==> src/rtl/core/rmid_pkg.sv <==
// Shared types and constants for the running median block.
package rmid_pkg;

	localparam int CAPACITY_DEF = 64;
	localparam int VALUE_W      = 32;
	localparam int MED_W        = 33;
	localparam int STATUS_W     = 2;

	// Operation codes on the op field
	localparam logic OP_ADD    = 1'b0;
	localparam logic OP_REMOVE = 1'b1;

	typedef enum logic [STATUS_W-1:0] {
		STATUS_OK    = 2'd0,
		STATUS_WRONG = 2'd1,
		STATUS_FULL  = 2'd2
	} status_t;

	// Update command broadcast to every cell
	typedef struct packed {
		logic add_en;
		logic del_en;
	} rmid_cmd_t;

endpackage

==> src/rtl/core/rmid_cell.sv <==
// One cell of the sorted chain: holds one value and shifts with its neighbors.
module rmid_cell
	import rmid_pkg::*;
#(
	parameter int CAPACITY = CAPACITY_DEF,
	parameter int INDEX    = 0,
	localparam int CNT_W   = $clog2(CAPACITY + 1)
) (
	input  logic                      clk,
	input  logic                      arst_n,
	input  rmid_cmd_t                 cmd,
	input  logic signed [VALUE_W-1:0] key,
	input  logic [CNT_W-1:0]          count,
	input  logic signed [VALUE_W-1:0] left_val,
	input  logic                      left_occ,
	input  logic                      left_gt,
	input  logic signed [VALUE_W-1:0] right_val,
	input  logic                      right_occ,
	output logic signed [VALUE_W-1:0] val,
	output logic                      occ,
	output logic                      gt,
	output logic                      eq,
	output logic [VALUE_W-1:0]        lo_term,
	output logic [VALUE_W-1:0]        hi_term
);

	localparam logic [CNT_W-1:0] IDX    = CNT_W'(INDEX);
	localparam logic [CNT_W-1:0] IDX_P1 = CNT_W'(INDEX + 1);

	logic signed [VALUE_W-1:0] val_q;
	logic                      occ_q;
	logic [CNT_W-1:0]          half;
	logic                      lo_sel;
	logic                      hi_sel;

	assign val = val_q;
	assign occ = occ_q;
	assign gt  = occ_q && (val_q > key);
	assign eq  = occ_q && (val_q == key);

	// Payload: insert shifts right of the insertion point, delete shifts left
	always_ff @(posedge clk) begin
		if (cmd.add_en) begin
			if (left_gt) begin
				val_q <= left_val;
			end else if (occ_q ? (val_q > key) : left_occ) begin
				val_q <= key;
			end
		end else if (cmd.del_en && occ_q && (val_q >= key)) begin
			val_q <= right_val;
		end
	end

	// Occupancy follows the fill level
	always_ff @(posedge clk or negedge arst_n) begin
		if (!arst_n) begin
			occ_q <= 1'b0;
		end else if (cmd.add_en) begin
			occ_q <= occ_q | left_occ;
		end else if (cmd.del_en && occ_q && (val_q >= key)) begin
			occ_q <= right_occ;
		end
	end

	// Middle-cell select: odd count uses the center twice
	assign half    = count >> 1;
	assign hi_sel  = (IDX == half);
	assign lo_sel  = count[0] ? (IDX == half) : (IDX_P1 == half);
	assign lo_term = lo_sel ? val_q : '0;
	assign hi_term = hi_sel ? val_q : '0;

endmodule

==> config.mk <==
export PLATFORM = sky130hd
export DESIGN_NAME = rmid_cell
export DESIGN_NICKNAME = d
export VERILOG_FILES = /design/src/rtl/core/rmid_pkg.sv /design/src/rtl/core/rmid_cell.sv
export SDC_FILE = /design/constraint.sdc
export NUM_CORES = 1
export LEC_CHECK = 0
export BUFFER_PORTS_ARGS = -buffer_cell sky130_fd_sc_hd__buf_2
export CAP_MARGIN = 10
export CORE_ASPECT_RATIO = 0.5
export CORE_MARGIN = 4
export CORE_UTILIZATION = 45
export DETAILED_ROUTE_END_ITERATION = 10
export PLACE_DENSITY = 0.87
export SLEW_MARGIN = 20
export SYNTH_ARGS = -nofsm -noshare
export SYNTH_HDL_FRONTEND = slang
export SYNTH_SLANG_ARGS = --single-unit
==> constraint.sdc <==
create_clock -name clk -period 8.8 [get_ports clk]
set_input_delay 1.76 -clock clk [delete_from_list [all_inputs] [get_ports clk]]
set_output_delay 1.76 -clock clk [all_outputs]
set_load 0.03 [all_outputs]
-- After elaboration in Yosys (flattened, before gate mapping)
Index checks and enable logic that the tools add are counted.
W data, S select, Z words.
- logic and storage cells: 25
- output and inout port bits: 99
- register bits: 33
- magnitude comparators: 2
- reductions and logical operators: 7
- bitwise gates (word level): 1
- eq/ne operators: 3
- mux-type cells: 10
- operator list (operator ; number):
    $mux W32 ; 6
    $eq A32 B32 Y1 ; 1
    $ge A32 B32 Y1 ; 1
    $gt A32 B32 Y1 ; 1
    $logic_not A7 Y1 ; 1
    $eq A1 B6 Y1 const A ; 1
    $logic_and A1 B1 Y1 ; 4
    $mux W1 ; 4
    $ne A3 B1 Y1 const B ; 1
    $reduce_and A2 Y1 ; 1
    $reduce_bool A2 Y1 ; 1
    $or A1 B1 Y1 ; 1

-- Depth between registers and ports, before layout
Gate-level depths: netlist of run 1.
- word-level depth: 5
- gate-level depth with buffers: 9

-- Least setup slack after synthesis of run 1
Ideal clock, no wire load.
- path kind: input-to-output
- start: input key[23]
- end: output gt
- setup slack: 3531 ps
- cell stages on the path: 9
- arrival: 3509 ps
- cells stage by stage: inv_1 > ha_1 > a21oi_2 > o21ai_1 > a221o_1 > a211o_1 > a21oi_2 > xor2_1 > and2b_1
- longest elaborated chain between the ends: 2
- RTL lines (element ; RTL line ; text):
    from (decl) ; rmid_cell.sv:12 ; input logic signed [VALUE_W-1:0] key,
    $gt A32 B32 Y1 ; rmid_cell.sv:38 ; assign gt = occ_q && (val_q > key);
    $logic_and A1 B1 Y1 ; rmid_cell.sv:38 ;
    to (decl) ; rmid_cell.sv:21 ; output logic gt,
No other way between the ends.

-- Final worst setup path of run 1
- start: input key[21]
- end: output gt
Same word-level chain as after synthesis.

==> results of run 1 <==
[cell usage in the layout, fill, tap and decap left out, types with 4 or more instances in the layout]
master / netlist / routed
buf_2: 3 / 208
and2_1: 62 / 62
a21oi_1: 45 / 45
nor2_1: 39 / 37
inv_1: 33 / 33
mux2i_1: 33 / 33
ha_1: 32 / 32
edfxtp_1: 32 / 32
nand2_1: 10 / 10
nand4_1: 8 / 8
clkbuf_16: 0 / 5
nor3_1: 4 / 4
nand3_1: 4 / 4
[per-stage QoR]
step	hold WS, ns	cells	instance area (um^2)	worst slack (ns)	utilization [%]
5_1_grt	0.6324	632	4225	3.159	67.81
2_1_floorplan	0.7448	343	2978	3.531	-
3_5_place_dp	0.5826	624	4081	3.307	65.50
4_1_cts	0.5979	632	4220	3.306	67.73
6_report	0.5997	632	4225	3.300	67.81
3_3_place_gp	0.5601	624	4081	3.327	65.50
[worst paths after layout]
check	from	end	slack [ns]
setup / recovery	key[21]	gt	3.30
hold / removal	occ$_DFFE_PN0P_	occ$_DFFE_PN0P_	0.60
setup reg to reg	val[23]$_DFFE_PP_	val[10]$_DFFE_PP_	5.51
hold reg to reg	occ$_DFFE_PN0P_	occ$_DFFE_PN0P_	0.60
max in group asynchronous	arst_n	occ$_DFFE_PN0P_	7.47
min in group asynchronous	arst_n	occ$_DFFE_PN0P_	1.25
[worst reg2reg max path, cell delays in order (launching register included)]
cell and delay (ns):
edfxtp_1 0.43, ha_1 0.34, a21oi_2 0.13, o21ai_1 0.07, a221o_1 0.34, a211o_1 0.28, a21oi_2 0.12, xor2_1 0.24
a21o_1 0.64, buf_4 0.38
[where the power goes]
| part | internal (mW) | switching (mW) |
|---|---|---|
| Sequential | 0.236 | 0.0404 |
| Clock | 0.104 | 0.0640 |
| Combinational | 0.116 | 0.228 |
| Total | 0.456 | 0.332 |
[sequential cells by signal (all words and copies together) (netlist names)]
register,flops
val,32
occ,1
[area by class of cell]
type / instances / area, um^2
Clock inverter: 2 / 10.01
Tap cell: 88 / 110.1
Multi-Input combinational cell: 260 / 1810
Sequential cell: 33 / 985.9
Timing Repair Buffer: 210 / 1056
Clock buffer: 6 / 128.9
Fill cell: 556 / 2006
Inverter: 33 / 123.9
[per-layer routing]
metal	part of all wire, %	track usage (%)	up-vias
met5	0	0	-
met3	6.9	3.783	11
li1	-	-	1587
met2	51	39.90	98
met1	41	26.13	1375
met4	0.98	4.828	0
[cell families after synthesis]
family / Yosys count / synth area share (%)
compound gates: 60 / 11.72
xor+xnor: 2 / 0.5883
fa+ha+maj: 32 / 13.45
buf+inv: 50 / 6.428
flops: 33 / 33.11
mux: 33 / 11.09
simple gates: 133 / 23.61
==> out/metrics.cfg, run 1 <==
[synthesis]
synth_area_mm2=0.002978
synth_seq_cells=33
yosysMostFrequentCell=and2_1
synth_ff_type=edfxtp_1
ys_seq_area_share_pct=33.11
synth_area_leaders=edfxtp_1 32%, ha_1 13%, and2_1 13%
synth.distinct_cells=33
yosys_warnings=0
syn_inst=343
synth-edff-count=32
async_flop_share_pct=3.030
post-synth-top-area-cell=edfxtp_1
synth_nets=485
avgSynthCellArea_um2=8.682
synth.top_cells.by_count=62 x and2_1, 45 x a21oi_1, 39 x nor2_1, 33 x inv_1, 33 x mux2i_1
synthDominantCellAreaShare_pct=32.27

[place]
place.gp.congestion=0.8394
io_buffers=208
hpwlAfterDp_um=7239

[global_route]
grt_pass1_wl_um=13810
grt_use_total_pct=21.50
overflow=0
antenna_found_initial=0
grt_max_degree=68
grt_pass1_vias=2944

[detailed_routing]
wirelength_um=9162
vias=3071
vias_per_cell=4.859
dr.pass1.iters=5
post_drt_wl_per_cell_um=14.50
drtAntennaViolNets=0
drcViolationCount=0
initialDrtViolationCount=138

[floorplanning]
initial_utilization_pct=47.79
fp-row-count=20
core-area_mm2=0.006231
pin_count=209
fp.dieW_um=123.0
die_y_um=65.52
dieArea_mm2=0.008062

[worst_setup_path]
cp_num_cells=11
critPathCaptureType=output pin
crit_chain=buf_2 > inv_1 > ha_1 > a21oi_1 > o21ai_1 > a221o_1 > a211o_1 > a21oi_2 > xor2_1 > and2b_1 > buf_2
r2r_cells=9
cp-start-kind=input pin
required_ns=7.04
cpPeakStageDelay_ns=0.34
cp_max_fo=3
crit_top_cell=buf_2
critPathArrivalTime_ns=3.74
crit_buf_inv=3
critPathTopFamily=compound AO/OA/AOI/OAI gates
cp_slowest_cell=a221o_1
critPathKind=input pin to output pin

[clocking]
h-tree-depth=2
cts_buffers=5
clock_path_buffers=2
cts-root-buf=clkbuf_16
cts-resized-gates=0
post_cts.repair.setup_buffers=0
cts_tree=built
clock_sinks=33
cts_hold_buffers=0
clock_latency_ns=0.27
clk_pin_slew_worst_paths_ns=0.05

[finish]
final_layout_size_suffix_gt1_share_pct=40.99
fin_nets=685
area_growth_pct=41.89
n_antenna_cell=0

[sta]
relSlewSlack_pct=26.89
setup_tns_ns=0
period_share_pct=62.50
worstMarginPinSlew_ns=1.095
hold_viol=0
grt_setup_unrepaired=false
finalSetupViolations=0
finalMaxSlewViolations=0
fmax_mhz=181.8
skew_ns=0.001442
post-route-min-period_ns=5.500

[pwr]
irDropWorstVdd_uv=120.0
p_total_mw=0.7878
power.density_mw_per_mm2=186.4
leakage_nw=2.364

[run_status]
status=completed

[flow_run]
drv_cap=0

[min_path]
hold_class=register to register
whs_path_depth=2

Note: power is estimated with default switching activity, not from simulation.
==> inputs of run 2 (changes only) <==
Settings changed: CORE_UTILIZATION 45 to 42, PLACE_DENSITY 0.87 to 0.82.
Clock period 8.8 ns to 5.4 ns, I/O delays scaled along.
==> out/metrics.cfg, run 2 (same netlist as run 1, synthesis figures left out) <==
[clocking]
cts_buffers=5  ; unchanged
cts_hold_buffers=0  ; unchanged
cts-resized-gates=0  ; unchanged
cts_tree=built
cts-root-buf=clkbuf_16
h-tree-depth=2  ; unchanged
clock_path_buffers=2  ; unchanged
clock_sinks=33  ; unchanged
post_cts.repair.setup_buffers=0  ; unchanged
clock_latency_ns=0.28  ; about the same
clk_pin_slew_worst_paths_ns=0.06  ; about the same

[finish]
area_growth_pct=42.98
seqCellArea_um2=985.9  ; unchanged
mostFrequentLayoutCells=208 x buf_2, 62 x and2_1, 45 x a21oi_1
fin_cells=638  ; +0.95%
multiInputGateArea_mm2=0.001815  ; +0.28%
utilization_pct=62.81  ; -5.0 points
nFillCells=609  ; +9.5%
final_layout_size_suffix_gt1_share_pct=41.03  ; about the same
n_antenna_cell=0  ; unchanged
fin_nets=687  ; +0.29%
layout_commonest_cell=buf_2
largest_reg_flops=32  ; unchanged
final_cell_area_mm2=0.004258  ; +0.77%

[place]
place_inst=630  ; +0.96%
io_buffers=208  ; unchanged
preCtsSetupSlack_ns=1.275  ; -2.033 ns
place_area_mm2=0.004101  ; +0.49%
place.gp.congestion=0.7919  ; -5.7%
hpwlAfterDp_um=7251  ; +0.16%

[sta]
period_share_pct=76.75
fin_hold_ws_ns=0.5604  ; -0.03925 ns
hold_viol=0  ; unchanged
relSlewSlack_pct=56.16  ; +29 points
finalWorstSetupSlack_ns=1.256  ; -2.045 ns
finalMaxSlewViolations=0  ; unchanged
skew_ns=0.007565  ; +0.006123 ns
worstMarginPinSlew_ns=0.6576  ; -0.4378 ns
finalSetupViolations=0  ; unchanged
grt_setup_unrepaired=false
setup_tns_ns=0  ; unchanged
fmax_mhz=241.3
post-route-min-period_ns=4.144

[worst_setup_path]
critPathArrivalTime_ns=3.06  ; -0.68 ns
rrSetupSlack_ns=2.29  ; -3.22 ns
cp_max_fo=3  ; unchanged
required_ns=4.32  ; -2.72 ns
rr_startpoint=val[31]$_DFFE_PP_
r2r_cells=9  ; unchanged
critPathKind=input pin to output pin
rr_endpoint=val[2]$_DFFE_PP_
cpPeakStageDelay_ns=0.34  ; about the same
cp-start-kind=input pin
crit_chain=buf_2 > inv_1 > ha_1 > a21oi_2 > o21ai_1 > a221o_1 > a211o_1 > a21oi_2 > xor2_1 > and2b_1 > buf_2
cp_slowest_cell=a221o_1
critPathCaptureType=output pin

[pwr]
power.density_mw_per_mm2=306.4  ; +64%
irDropWorstVdd_uv=170.0  ; +42%
leakage_nw=2.374  ; +0.44%
p_total_mw=1.305  ; +66%

[min_path]
hold_class=input pin to async pin

[detailed_routing]
wirelength_um=9157  ; about the same
initialDrtViolationCount=105  ; -24%
vias_per_cell=4.851  ; -0.17%
dr.pass1.iters=5  ; unchanged
post_drt_wl_per_cell_um=14.35  ; -0.99%
drtAntennaViolNets=0  ; unchanged
vias=3095  ; +0.78%
drcViolationCount=0  ; unchanged

[floorplanning]
fp.dieW_um=127.1  ; +3.3%
initial_utilization_pct=43.93  ; -3.9 points
fp-row-count=21  ; +5.0%
dieArea_mm2=0.008583  ; +6.5%
die_y_um=67.54  ; +3.1%
pin_count=209  ; unchanged
core-area_mm2=0.006779  ; +8.8%

[global_route]
grt_pass1_wl_um=13720  ; -0.59%
grt_use_total_pct=19.96  ; -1.5 points
grt_max_degree=68  ; unchanged
antenna_found_initial=0  ; unchanged
grt_pass1_vias=2890  ; -1.8%
overflow=0  ; unchanged

[run_status]
status=completed

[flow_run]
drv_cap=0  ; unchanged

[run 2: cell types whose count changed in the layout (fill, tap and decap cells not counted), sizes merged]
cell and delta:
clkbuf +2, buf +2, clkinv -2
[run 2: worst max path at each step]
stage | cells after the start | end | startpoint
after floorplan | 9 | gt | key[23]
after global placement | 11 | gt | key[23]
after detailed placement | 11 | gt | key[23]
after CTS | 11 | gt | key[23]
after global routing | 11 | gt | key[21]
final | 11 | gt | key[23]
[run 2: area by class of cell]
type                       count  share of cell area, %
clock buffer                   8                  3.438
inverter                      33                  2.909
multi-input combinational    260                  42.64
sequential                    33                  23.16
tap                           92                  2.703
timing repair buffer         212                  25.15
[run 2: worst max-delay path, delay by kind of cell]
kind	cells	cell delay (ns)
AO/OA/AOI/OAI	5	0.94
buffers and inverters	3	0.32
adder cells (fa/ha/maj)	1	0.32
XOR/XNOR	1	0.24
AND/OR/NAND/NOR	1	0.15
[run 2: power by group]
group          leakage (nW)  switching, mW  internal, mW
Clock                0.0712          0.105         0.184
Sequential            0.318         0.0675         0.384
Combinational          1.99          0.371         0.194
Total                  2.37          0.543         0.761
[run 2: layer usage]
layer	track usage, %	routed length (um)	vias to the layer above
met5	0	0	-
met4	4.679	107	0
met3	3.791	476	8
met2	36.71	4663	93
met1	24.71	3910	1399
li1	-	-	1595
